**src/hdl/occ_pkg.sv**
```systemverilog
// Shared widths, register indexes, test bit positions and structs of the convergence check.
package occ_pkg;

  localparam int DATA_W   = 48;            // signed position and gradient elements
  localparam int DIFF_W   = DATA_W + 1;    // displacement before taking the magnitude
  localparam int MAG_W    = 48;            // magnitudes of gradient and displacement
  localparam int HALF_W   = MAG_W / 2;     // multiplier operand split
  localparam int PP_W     = 2 * HALF_W;    // partial product width
  localparam int PROD_W   = 2 * MAG_W;     // full product width
  localparam int ACC_W    = 64;            // accumulator width
  localparam int BND_W    = 47;            // bound register width
  localparam int TEST_N   = 5;             // number of tests
  localparam int CNT_W    = 3;             // pass and fail count width
  localparam int CFG_IDX_W = 3;

  // Configuration register indexes
  localparam logic [CFG_IDX_W-1:0] REG_ENABLE    = 3'd0;
  localparam logic [CFG_IDX_W-1:0] REG_MAX_GRAD  = 3'd1;
  localparam logic [CFG_IDX_W-1:0] REG_NORM_GRAD = 3'd2;
  localparam logic [CFG_IDX_W-1:0] REG_MAX_DISP  = 3'd3;
  localparam logic [CFG_IDX_W-1:0] REG_NORM_DISP = 3'd4;
  localparam logic [CFG_IDX_W-1:0] REG_DOT       = 3'd5;

  // Test bit positions in the masks
  localparam int T_MAX_GRAD  = 0;
  localparam int T_NORM_GRAD = 1;
  localparam int T_MAX_DISP  = 2;
  localparam int T_NORM_DISP = 3;
  localparam int T_DOT       = 4;

  localparam logic [TEST_N-1:0] ENABLE_RESET = 5'd21;

  localparam logic [ACC_W-1:0] S64_MAX = {1'b0, {(ACC_W-1){1'b1}}};
  localparam logic [ACC_W-1:0] S64_MIN = {1'b1, {(ACC_W-1){1'b0}}};

  // Per-item flags and magnitudes that travel along the product pipeline
  typedef struct packed {
    logic             hp;
    logic             hg;
    logic             last;
    logic             neg;
    logic [MAG_W-1:0] ag;
    logic [MAG_W-1:0] ad;
  } side_t;

  // Metrics of one finished vector
  typedef struct packed {
    logic [MAG_W-1:0] max_g;
    logic [MAG_W-1:0] max_d;
    logic [ACC_W-1:0] ssg;
    logic [ACC_W-1:0] ssd;
    logic [ACC_W-1:0] sgd;
    logic             hp;
    logic             hg;
  } fin_t;

  // Bounds as the tests see them
  typedef struct packed {
    logic [TEST_N-1:0] enable;
    logic [BND_W-1:0]  grad_peak_lim;
    logic [BND_W-1:0]  disp_peak_lim;
    logic [BND_W-1:0]  dot;
    logic [ACC_W-1:0]  norm_grad_thr;
    logic [ACC_W-1:0]  norm_disp_thr;
  } cfg_t;

  // One result item
  typedef struct packed {
    logic              converged;
    logic              no_test_error;
    logic [TEST_N-1:0] applied_mask;
    logic [TEST_N-1:0] pass_mask;
    logic [CNT_W-1:0]  pass_count;
    logic [CNT_W-1:0]  fail_count;
  } res_t;

endpackage

```
**src/hdl/occ_judge.sv**
```systemverilog
// Compare finished metrics with their bounds and form the verdict.
module occ_judge (
  input  occ_pkg::fin_t fin,
  input  occ_pkg::cfg_t cfg,
  output occ_pkg::res_t res
);
  import occ_pkg::*;

  logic [TEST_N-1:0] applicable, applied, in_bound;
  logic [ACC_W-1:0]  abs_sgd;
  logic [CNT_W-1:0]  np, nf;

  assign abs_sgd = fin.sgd[ACC_W-1] ? (~fin.sgd + 1'b1) : fin.sgd;

  // Decide applicability and per-test pass
  always_comb begin
    applicable              = '0;
    applicable[T_MAX_GRAD]  = fin.hg;
    applicable[T_NORM_GRAD] = fin.hg;
    applicable[T_MAX_DISP]  = fin.hp;
    applicable[T_NORM_DISP] = fin.hp;
    applicable[T_DOT]       = fin.hp && fin.hg;
    applied                 = applicable & cfg.enable;

    in_bound              = '0;
    in_bound[T_MAX_GRAD]  = fin.max_g <= MAG_W'(cfg.grad_peak_lim);
    in_bound[T_NORM_GRAD] = fin.ssg <= cfg.norm_grad_thr;
    in_bound[T_MAX_DISP]  = fin.max_d <= MAG_W'(cfg.disp_peak_lim);
    in_bound[T_NORM_DISP] = fin.ssd <= cfg.norm_disp_thr;
    in_bound[T_DOT]       = abs_sgd <= ACC_W'(cfg.dot);
  end

  // Count passes and failures
  always_comb begin
    np = '0;
    nf = '0;
    for (int i = 0; i < TEST_N; i++) begin
      if (applied[i]) begin
        if (in_bound[i]) np = np + 1'b1;
        else nf = nf + 1'b1;
      end
    end
  end

  assign res.converged     = (applied != '0) && (nf == '0);
  assign res.no_test_error = (applied == '0);
  assign res.applied_mask  = applied;
  assign res.pass_mask     = applied & in_bound;
  assign res.pass_count    = np;
  assign res.fail_count    = nf;
endmodule

```
**config.mk**
```make
export PLATFORM = sky130hd
export DESIGN_NAME = occ_judge
export DESIGN_NICKNAME = d
export VERILOG_FILES = /design/src/hdl/occ_pkg.sv /design/src/hdl/occ_judge.sv
export SDC_FILE = /design/constraint.sdc
export NUM_CORES = 1
export LEC_CHECK = 0
export ABC_AREA = 0
export BUFFER_PORTS_ARGS = -buffer_cell sky130_fd_sc_hd__buf_4
export CORE_AREA = 5 5 222 224
export DETAILED_ROUTE_END_ITERATION = 8
export DIE_AREA = 0 0 227 229
export GPL_TIMING_DRIVEN = 0
export SLEW_MARGIN = 20
export SYNTH_ARGS = -nofsm -noshare
export SYNTH_HDL_FRONTEND = slang
export SYNTH_SLANG_ARGS = --single-unit
```
**constraint.sdc**
```tcl
create_clock -name vclk -period 8.47
set_clock_uncertainty 0.05 [all_clocks]
set_input_delay 0.4235 -clock vclk [all_inputs]
set_output_delay 0.4235 -clock vclk [all_outputs]
set_load 0.02 [all_outputs]
```
==> metrics.cfg <==
[die]
die_area_sq_um = 52000
fp.dieH_microns = 229
rows = 80
core_area_sq_um = 47100
start_util = 0.194
chipWidth_microns = 227
io_pins = 582

[timing]
clock.fmax_ghz = 0.151
final.min_clock_period_ns = 6.64
worst_pin_slew_ns = 1.04
setup_viol = 0
holdWs_ns = 1.22
maxSlewViolCount = 0
period_share = 0.784
setup_slack_ns = 1.83
setup_tns_ns = 0
maxSlewHeadroom = 0.298
hold_viol = 0
grt_setup_unrepaired = no

[global_routing]
gr-usage-all-layers = 0.152
antenna_found_initial = 2
grt-ovfl-total = 0
grt_pass1_vias = 12000
grt_pass1_wl_microns = 63800
grt_max_degree = 11

[route]
drtPass1Iterations = 5
totalWireLength_microns = 43300
routed.top_layer = met4
wl_per_cell_microns = 17.3
drcViolationCount = 0
routed-via-count = 11500
wl_met2_microns = 22000
ant_nets = 0
dr_wl_met3_microns = 3080
drt-vias-per-instance = 4.60
met1Wirelength_microns = 17200
drtIter0Drc = 320

[finish]
n_antenna_cell = 0
clockBufferCount = 0
seq_cell_count = 0
nNetsFinal = 2737
nFillCells = 5116
multi_input_area_sq_um = 8020
syn_to_final_growth_pct = 55.8
drive_above_1_share = 0.322
seq_area_sq_um = 0

[clock_tree]
post_cts_buffers = 0
cts_hold_buf = 0
cts_resized = 0

[placement]
gp_congestion = 0.944
place_ws_ns = 1.90
io_buffer_count = 578
dp_hpwl_microns = 40600

[pwr]
p_leak_nw = 7.98
report.power.total_mw = 0.665
p_per_area_nw_per_um2 = 46.6
irDropWorstVdd_mv = 0.0232

[flow_run]
maxCapViolations = 0

[critical_path]
worstPathRequired_ns = 8.00
worstSetupPathDepth = 21
cpPeakStageDelay_ns = 0.91
crit_chain = buf_4 > nor3_1 > nand4_2 > clkbuf_1 > or2_2 > o41ai_1 > nand2_1 > xor2_1 > ha_1 > and4_1 > nand2_1 > nor4_1 > nand2_1 > o32a_1 > nand4_1 > a211oi_1 > and3_1 > buf_4 > o32ai_1 > a21oi_2 > buf_4
cp-start-kind = primary input
crit_end = res[17]
arrival_ns = 6.17
worstSetupPathType = in2out
cp_max_fo = 10
timing.critical_path.buf_inv = 4
critPathTopFamily = simple AND/OR/NAND/NOR gates
cpMaxStageDelayCell = o41ai_1
startpoint = fin[15]
endpoint_kind = output port

[yosys]
synth_area_leader_cell = ha_1
ys_warn_count = 0
synthDistinctLibCells = 71
netlist_area_sq_um = 9160
avgSynthCellArea_sq_um = 6.97
synth_top_area_share = 0.380
synth_nets = 2157
ys_seq_area_frac = 0
netlist_instances = 1315
synth_area_leaders = ha_1 (38%), inv_1 (12%), a21oi_1 (5.4%)

[run_status]
status = finished clean

[hold_path]
hold_class = in2out

-- worst min-delay path, stage by stage --
cell	delay (ns)
buf_4	0.08
nand2_1	0.10
inv_1	0.10
buf_4	0.15
-- per-layer routing --
metal | GRT usage | vias up
met3 | 0.0232 | 50
met2 | 0.290 | 403
met5 | 0 | -
met4 | 0.0275 | 0
met1 | 0.180 | 5232
li1 | - | 5859
-- power breakdown --
group / switching, mW / total [mW] / leakage (nW) / internal (mW)
registers: 0 / 0 / 0 / 0
logic: 0.312 / 0.665 / 7.98 / 0.353
clock network: 0 / 0 / 0 / 0
total: 0.312 / 0.665 / 7.98 / 0.353
-- logic make-up (layout without fill, tap and decap cells) --
| group | after synthesis | after routing | synth area share |
|---|---|---|---|
| buf+inv | 305 | 883 | 0.126 |
| compound gates | 300 | 300 | 0.209 |
| fa+ha+maj | 278 | 278 | 0.380 |
| simple gates | 368 | 368 | 0.222 |
| xor+xnor | 58 | 58 | 0.0563 |
| mux | 6 | 6 | 0.00738 |
-- worst min-delay path by stage --
stage / from / endpoint / slack [ns] / cells past startpoint
CTS: cfg[271] / res[13] / 1.23 / 4
global route: cfg[271] / res[13] / 1.28 / 4
global placement: cfg[271] / res[13] / 1.22 / 4
finish: cfg[271] / res[13] / 1.22 / 4
floorplan: fin[0] / res[11] / 0.96 / 2
detailed placement: cfg[271] / res[13] / 1.23 / 4
-- layout make-up --
type,count,area share
multi-input combinational,1010,0.562
timing repair buffer,578,0.304
inverter,291,0.0765
tap,615,0.0539
buffer,14,0.00403
-- cell usage in the layout (no fill, tap or decap), drive strengths merged, types with 5 or more instances in the layout --
| cell type | netlist | layout |
|---|---|---|
| a221oi | 8 | 8 |
| nor4 | 37 | 37 |
| o211ai | 5 | 5 |
| and3 | 9 | 9 |
| o21a | 10 | 10 |
| xor2 | 9 | 9 |
| mux2 | 6 | 6 |
| a21oi | 100 | 100 |
| a21o | 47 | 47 |
| nor2b | 10 | 10 |
| clkbuf | 10 | 10 |
| nand4 | 64 | 64 |
| nand2 | 91 | 91 |
| o31ai | 21 | 21 |
| or2 | 7 | 7 |
| nand3 | 33 | 33 |
| inv | 291 | 291 |
| nor2 | 33 | 33 |
| ha | 278 | 278 |
| a31oi | 6 | 6 |
| a211oi | 7 | 7 |
| nand2b | 15 | 15 |
| o21ai | 57 | 57 |
| or4 | 9 | 9 |
| or3 | 12 | 12 |
| o41ai | 8 | 8 |
| and2 | 7 | 7 |
| nor3 | 28 | 28 |
| buf | 4 | 582 |
| xnor2 | 49 | 49 |
-- stage by stage --
step           utilization  instances  instance area, sq um
2_1_floorplan            -       1315                  9160
3_3_place_gp         0.303       2508                 14300
3_5_place_dp         0.303       2508                 14300
4_1_cts              0.303       2508                 14300
5_1_grt              0.303       2508                 14300
6_report             0.303       2508                 14300
-- synthesized netlist by cell type (5+ instances only) --
cell type,number
nor3_1,26
ha_1,278
o41ai_1,7
a21oi_1,99
a211oi_1,7
and3_1,9
inv_1,291
or2_2,7
and2_1,7
nand2_1,90
o211ai_1,5
a221oi_1,8
xnor2_1,48
o21a_1,10
a21o_1,47
nand2b_1,15
nor2_1,33
a31oi_1,6
o31ai_1,21
nand4_1,63
or4_1,7
xor2_1,9
nor2b_1,10
nand3_1,33
clkbuf_1,10
or3_1,11
o21ai_0,56
nor4_1,34
Note: power is estimated with default switching activity, not from simulation.
