[src/hdl/occ_pkg.sv]
// Shared widths, register indexes, test bit positions and structs of the convergence check.
package occ_pkg;

  localparam int DATA_W   = 48;            // signed position and gradient elements
  localparam int DIFF_W   = DATA_W + 1;    // displacement before taking the magnitude
  localparam int MAG_W    = 48;            // magnitudes of gradient and displacement
  localparam int HALF_W   = MAG_W / 2;     // multiplier operand split
  localparam int PP_W     = 2 * HALF_W;    // partial product width
  localparam int PROD_W   = 2 * MAG_W;     // full product width
  localparam int ACC_W    = 64;            // accumulator width
  localparam int BND_W    = 47;            // bound register width
  localparam int TEST_N   = 5;             // number of tests
  localparam int CNT_W    = 3;             // pass and fail count width
  localparam int CFG_IDX_W = 3;

  // Configuration register indexes
  localparam logic [CFG_IDX_W-1:0] REG_ENABLE    = 3'd0;
  localparam logic [CFG_IDX_W-1:0] REG_MAX_GRAD  = 3'd1;
  localparam logic [CFG_IDX_W-1:0] REG_NORM_GRAD = 3'd2;
  localparam logic [CFG_IDX_W-1:0] REG_MAX_DISP  = 3'd3;
  localparam logic [CFG_IDX_W-1:0] REG_NORM_DISP = 3'd4;
  localparam logic [CFG_IDX_W-1:0] REG_DOT       = 3'd5;

  // Test bit positions in the masks
  localparam int T_MAX_GRAD  = 0;
  localparam int T_NORM_GRAD = 1;
  localparam int T_MAX_DISP  = 2;
  localparam int T_NORM_DISP = 3;
  localparam int T_DOT       = 4;

  localparam logic [TEST_N-1:0] ENABLE_RESET = 5'd21;

  localparam logic [ACC_W-1:0] S64_MAX = {1'b0, {(ACC_W-1){1'b1}}};
  localparam logic [ACC_W-1:0] S64_MIN = {1'b1, {(ACC_W-1){1'b0}}};

  // Per-item flags and magnitudes that travel along the product pipeline
  typedef struct packed {
    logic             hp;
    logic             hg;
    logic             last;
    logic             neg;
    logic [MAG_W-1:0] ag;
    logic [MAG_W-1:0] ad;
  } side_t;

  // Metrics of one finished vector
  typedef struct packed {
    logic [MAG_W-1:0] max_g;
    logic [MAG_W-1:0] max_d;
    logic [ACC_W-1:0] ssg;
    logic [ACC_W-1:0] ssd;
    logic [ACC_W-1:0] sgd;
    logic             hp;
    logic             hg;
  } fin_t;

  // Bounds as the tests see them
  typedef struct packed {
    logic [TEST_N-1:0] enable;
    logic [BND_W-1:0]  grad_peak_lim;
    logic [BND_W-1:0]  disp_peak_lim;
    logic [BND_W-1:0]  dot;
    logic [ACC_W-1:0]  norm_grad_thr;
    logic [ACC_W-1:0]  norm_disp_thr;
  } cfg_t;

  // One result item
  typedef struct packed {
    logic              converged;
    logic              no_test_error;
    logic [TEST_N-1:0] applied_mask;
    logic [TEST_N-1:0] pass_mask;
    logic [CNT_W-1:0]  pass_count;
    logic [CNT_W-1:0]  fail_count;
  } res_t;

endpackage

[src/hdl/occ_accum.sv]
// Metric accumulators and the snapshot of a finished vector.
module occ_accum (
  input  logic                      clk,
  input  logic                      rst_n,
  input  logic                      adv,
  input  logic                      vld,
  input  occ_pkg::side_t            side,
  input  logic [occ_pkg::ACC_W-1:0] sq_g,
  input  logic [occ_pkg::ACC_W-1:0] sq_d,
  input  logic [occ_pkg::ACC_W-1:0] dot_m,
  output logic                      fin_v,
  output occ_pkg::fin_t             fin
);
  import occ_pkg::*;

  logic [MAG_W-1:0] max_g_r, max_d_r, max_g_nxt, max_d_nxt;
  logic [ACC_W-1:0] ssg_r, ssd_r, sgd_r, ssg_nxt, ssd_nxt, sgd_nxt;
  logic [ACC_W:0]   ssg_sum, ssd_sum, sgd_sum;
  logic [ACC_W-1:0] dot_c, dot_t;
  logic             fin_v_r;
  fin_t             fin_r;

  // Clamp the dot term magnitude and apply its sign
  assign dot_c = dot_m[ACC_W-1] ? S64_MAX : dot_m;
  assign dot_t = side.neg ? (~dot_c + 1'b1) : dot_c;

  assign ssg_sum = {1'b0, ssg_r} + {1'b0, sq_g};
  assign ssd_sum = {1'b0, ssd_r} + {1'b0, sq_d};
  assign sgd_sum = {sgd_r[ACC_W-1], sgd_r} + {dot_t[ACC_W-1], dot_t};

  // Fold this element into the running metrics
  always_comb begin
    max_g_nxt = max_g_r;
    max_d_nxt = max_d_r;
    ssg_nxt   = ssg_r;
    ssd_nxt   = ssd_r;
    sgd_nxt   = sgd_r;
    if (side.hg) begin
      if (side.ag > max_g_r) max_g_nxt = side.ag;
      ssg_nxt = ssg_sum[ACC_W] ? {ACC_W{1'b1}} : ssg_sum[ACC_W-1:0];
    end
    if (side.hp) begin
      if (side.ad > max_d_r) max_d_nxt = side.ad;
      ssd_nxt = ssd_sum[ACC_W] ? {ACC_W{1'b1}} : ssd_sum[ACC_W-1:0];
    end
    if (side.hp && side.hg) begin
      if (sgd_sum[ACC_W] != sgd_sum[ACC_W-1]) begin
        sgd_nxt = sgd_sum[ACC_W] ? S64_MIN : S64_MAX;
      end else begin
        sgd_nxt = sgd_sum[ACC_W-1:0];
      end
    end
  end

  // Hold on stall; snapshot and clear on the last element
  always_ff @(posedge clk) begin
    if (!rst_n) begin
      max_g_r <= '0;
      max_d_r <= '0;
      ssg_r   <= '0;
      ssd_r   <= '0;
      sgd_r   <= '0;
      fin_v_r <= 1'b0;
    end else if (adv) begin
      fin_v_r <= vld && side.last;
      if (vld && side.last) begin
        max_g_r <= '0;
        max_d_r <= '0;
        ssg_r   <= '0;
        ssd_r   <= '0;
        sgd_r   <= '0;
      end else if (vld) begin
        max_g_r <= max_g_nxt;
        max_d_r <= max_d_nxt;
        ssg_r   <= ssg_nxt;
        ssd_r   <= ssd_nxt;
        sgd_r   <= sgd_nxt;
      end
    end
  end

  // Snapshot payload
  always_ff @(posedge clk) begin
    if (adv && vld && side.last) begin
      fin_r.max_g <= max_g_nxt;
      fin_r.max_d <= max_d_nxt;
      fin_r.ssg   <= ssg_nxt;
      fin_r.ssd   <= ssd_nxt;
      fin_r.sgd   <= sgd_nxt;
      fin_r.hp    <= side.hp;
      fin_r.hg    <= side.hg;
    end
  end

  assign fin_v = fin_v_r;
  assign fin   = fin_r;
endmodule

[config.mk]
export PLATFORM = sky130hd
export DESIGN_NAME = occ_accum
export DESIGN_NICKNAME = d
export VERILOG_FILES = /design/src/hdl/occ_pkg.sv /design/src/hdl/occ_accum.sv
export SDC_FILE = /design/constraint.sdc
export NUM_CORES = 2
export LEC_CHECK = 0
export BUFFER_PORTS_ARGS = -buffer_cell sky130_fd_sc_hd__buf_2
export CORE_UTILIZATION = 45
export CTS_CLUSTER_SIZE = 28
export DETAILED_ROUTE_END_ITERATION = 12
export PLACE_DENSITY_LB_ADDON = 0.3
export SYNTH_ARGS = -nofsm -noshare
export SYNTH_HDL_FRONTEND = slang
export SYNTH_SLANG_ARGS = --single-unit
[constraint.sdc]
create_clock -name clk -period 7.35 [get_ports clk]
set_input_delay 0.735 -clock clk [delete_from_list [all_inputs] [get_ports clk]]
set_output_delay 0.735 -clock clk [all_outputs]
set_load 0.05 [all_outputs]
==> run summary <==
For the number of top-level design ports, the log shows 587. In this run the worst path has a maximum fanout of 14. The synthesized netlist occupies a cell area of 0.0370 mm2. After floorplanning, the core was sized to cover 0.0809 mm2.

Startpoint of the lowest-slack hold path: side[9]. In the finished design, the share of the clock period the worst path needs comes to 89.1%. Multiplexer cells account for 0.257% of the synthesized area. The number of buffers and inverters on the critical path came out at 1. Entering global routing, the biggest net connects 118 pins.

Summing the areas of all and, or, nand and nor instances in the mapped netlist gives 14.7% of the synthesized area. The share of synthesized cell area in full adder, half adder and majority cells works out to 9.97%. Type of the worst setup path: in2reg. The worst setup path is captured at a flip-flop.

The largest single stage delay on the critical path is 0.56 ns. Summing all flip-flop and latch instances after layout gives 0.0145 mm2. The cell count after synthesis came out at 4151. For the global-route wire length before repair, the log shows 180000 um. The count of nets left with antenna violations once routing finished came out at 0. The run finished with clean final reports. The initial utilization of the core area, before any placement, comes to 45.7%. The placer congestion estimate came out at 0.947. At the pin with the least slew margin, the transition time is 1.14 ns. In the synthesized netlist the async set-or-reset flop fraction comes to 0%. The run gives 0 as the setup fix buffers added after clock tree synthesis. The tools report the HPWL after detailed placement as 88300 um. Measured along the x axis, the die boundary spans 289 um. The chip height was 289 um. STA classifies the critical path startpoint as an input pin. In the synthesized netlist the dominant register cell turns out to be sky130_fd_sc_hd__edfxtp_1.

The first detailed-routing pass took 6 iterations. Global routing used 27.3% of the available tracks across all layers. From synthesis to final layout, the design area changed by 16.7%. For this run the aggregate overflow at the end of global routing stands at 0. For this run, design rule violations remaining after detail routing come to 0.

After detailed routing, the number of vias per cell comes to 5.85. After clock tree synthesis, the clock-pin slew on the worst setup and hold paths is 0.06 ns. The number of setup violations in the final report was 0; the compound-cell area share of the yosys netlist was 27.0%. For the worst setup path, the data required time is 7.86 ns.

The netlist uses 100 different library cells. The most critical setup path has its startpoint at dot_m[63]. In this run the worst hold path is classified as in2reg.

The arrival time of data at the critical path endpoint is 7.06 ns. In this run the core area contains 104 standard-cell rows. The number of storage elements in the synthesis netlist was 579; the max-slew violation total from the final report was 0. The count of vias placed by the detailed router was 33.6k. The final worst-path setup slack was 0.801 ns.

Power comes to 8.79 mW. The tree is rooted in a sky130_fd_sc_hd__clkbuf_16. The power per unit of standard cell area works out to 204 mW/mm2.

On the critical path, the stage with the largest delay is an instance of sky130_fd_sc_hd__or4_1. The tools report the count of clock tree sinks as 579. For this design the static power due to leakage is 18.0 nW. Clock latency on the worst-skew pair, taken at its later pin, is 0.63 ns.

The clock tree synthesis step divided the H-tree into 3 levels. After synthesis, the largest family of logic cells by area is compound AO/OA/AOI/OAI gates. Headroom to the max-slew limit came out at 23.7%. The tools report the non-filler instance count after layout as 5740. The multi-input combinational cells in the finished layout cover a total of 0.0211 mm2. The layout has 7475 filler cells. Cells with a size suffix above 1 make up 17.9% of the layout. The final sum of negative setup slack is 0 ns, and the reported max-cap violation count is 0.

The wire length per cell after detailed routing came out at 20.7 um. For the initial antenna violation count, the log shows 22. Across the routed clock network, the largest skew measured is 0.0436 ns. For this run, the post-layout net count is 5201. The smallest clock period supported by the final layout is computed as 6.55 ns. Count of hold buffers inserted by post-cts repair: 0. After detailed routing, the total wire length is 119000 um.

The xor/xnor share of the synthesized area was 4.69%; the post-CTS resize count was 0. The kind of cell with the highest combined delay along the critical path is simple AND/OR/NAND/NOR gates. Maximum frequency from static timing analysis: 0.153 GHz.

Counting every net in the synthesized netlist gives 4740. The number of clock buffers inserted by TritonCTS is 69. The number of hold violations in the final report is 0. TritonCTS built the clock tree. Prior to clock tree synthesis, the placed netlist has a worst setup slack of 0.212 ns.

Yosys printed 0 warnings. Across the VDD grid, the largest voltage drop is 0.175 mV. After detailed placement, the design holds a cell count of 5601. The tools report the startpoint of the worst register-to-register path as ssg_r[0]$_SDFFE_PN0P_. The tools report the number of design-rule violations left by the first detailed-router iteration as 2371. The clock tree buffer depth was 3; the sequential-to-total area share from yosys stat was 39.2%. The average instance in the mapped netlist occupies 8.91 um2. The run gives 31.7k as the via count of the first global-routing pass. The count of port buffers added during placement is 586.

Setup repair after global routing left no endpoint under its margin. The die covers 0.0834 mm2. The synthesized design contains 290 enable-type register cells.
==> flip-flops by register name (all words and copies together), names as in the netlist <==
register and cells:
max_g_r 48, ssd_r 64, ssg_r 64, max_d_r 48, sgd_r 64, fin_v 1
fin 290
==> cell families after synthesis <==
| family | Yosys count |
|---|---|
| adders and majority gates | 293 |
| muxes | 9 |
| AOI/OAI and AO/OA | 1511 |
| xor gates and xnor gates | 198 |
| DFF | 579 |
| buffers and inverters | 392 |
| and+or+nand+nor | 1169 |
==> stage by stage <==
stage          util [%]  instance area, um2  hold slack, ns
6_report           53.3               43200           0.356
5_1_grt            53.3               43200           0.338
4_1_cts            53.3               43100           0.320
3_5_place_dp       50.3               40700           0.464
3_3_place_gp       50.3               40700           0.459
2_1_floorplan         -               37000           0.446
==> worst reg2reg max path, cell delays in order (launching register included) <==
cell and delay (ns):
sky130_fd_sc_hd__dfxtp_1 0.35, sky130_fd_sc_hd__ha_1 0.19, sky130_fd_sc_hd__inv_1 0.06, sky130_fd_sc_hd__fa_1 0.41, sky130_fd_sc_hd__nor2b_1 0.16, sky130_fd_sc_hd__o31ai_1 0.13, sky130_fd_sc_hd__a2111oi_2 0.52, sky130_fd_sc_hd__o21ai_1 0.19
sky130_fd_sc_hd__and2_1 0.23, sky130_fd_sc_hd__o21ai_2 0.21, sky130_fd_sc_hd__a2bb2oi_1 0.16, sky130_fd_sc_hd__a2111o_1 0.49, sky130_fd_sc_hd__a21oi_4 0.59, sky130_fd_sc_hd__buf_4 0.40, sky130_fd_sc_hd__o22a_1 0.32, sky130_fd_sc_hd__a22o_1 0.18
==> cells in the mapped netlist, drive strengths merged, types with 82 or more instances <==
master,n,area share [%]
dfxtp,289,16
o21ai,316,4.3
a22o,177,4.2
a21oi,449,6.3
edfxtp,290,24
ha,290,9.8
xor2,90,2.1
clkbuf,191,1.9
xnor2,108,2.6
nand2,323,3.3
nor2b,82,1.4
a21o,141,2.9
nor2,434,4.6
inv,162,1.6
==> layout by cell type (no fill, tap or decap), types with 44 or more instances in the layout <==
cell / netlist / layout
sky130_fd_sc_hd__buf_2: 19 / 586
sky130_fd_sc_hd__a21oi_1: 433 / 431
sky130_fd_sc_hd__nor2_1: 416 / 415
sky130_fd_sc_hd__nand2_1: 321 / 321
sky130_fd_sc_hd__o21ai_0: 297 / 297
sky130_fd_sc_hd__ha_1: 290 / 290
sky130_fd_sc_hd__edfxtp_1: 290 / 290
sky130_fd_sc_hd__dfxtp_1: 289 / 289
sky130_fd_sc_hd__a22o_1: 177 / 177
sky130_fd_sc_hd__inv_1: 162 / 162
sky130_fd_sc_hd__a21o_1: 141 / 141
sky130_fd_sc_hd__xnor2_1: 108 / 108
sky130_fd_sc_hd__xor2_1: 90 / 90
sky130_fd_sc_hd__nor2b_1: 82 / 82
sky130_fd_sc_hd__nand4_1: 74 / 74
sky130_fd_sc_hd__clkbuf_16: 0 / 69
sky130_fd_sc_hd__nor3_1: 58 / 58
sky130_fd_sc_hd__a22oi_1: 58 / 58
sky130_fd_sc_hd__o22a_1: 51 / 51
sky130_fd_sc_hd__o21a_1: 44 / 44
==> per-layer routing <==
metal | part of all wire [%] | global-route usage [%] | vias to the layer above
met4 | 2.9 | 9.58 | 14
met5 | 0.063 | 0 | -
li1 | - | - | 16300
met2 | 47 | 44.9 | 1180
met1 | 43 | 36.3 | 15900
met3 | 7.2 | 4.56 | 182
==> power by group <==
group          switching [mW]  internal, mW
registers              0.0524          3.51
logic                    1.06         0.531
clock network            1.48          2.15
total                    2.59          6.19
==> area by class of cell <==
cell class / instances / share of cell area, %
multi-input combinational: 3180 / 48.8
sequential: 579 / 33.6
timing repair buffer: 620 / 7.50
clock buffer: 88 / 4.35
tap: 1060 / 3.07
inverter: 162 / 1.41
clock inverter: 37 / 1.23
antenna: 14 / 0.0812
==> final timing paths <==
check / to / depth (start not counted) / slack (ns)
worst max-delay path: sgd_r[45]$_SDFFE_PN0P_ / 25 / 0.80
worst max register to register: ssg_r[43]$_SDFFE_PN0P_ / 15 / 2.72
worst min-delay path: max_d_r[9]$_SDFFE_PN0P_ / 2 / 0.36
worst min register to register: max_d_r[25]$_SDFFE_PN0P_ / 1 / 0.48
(Power assumes the default switching activity.)
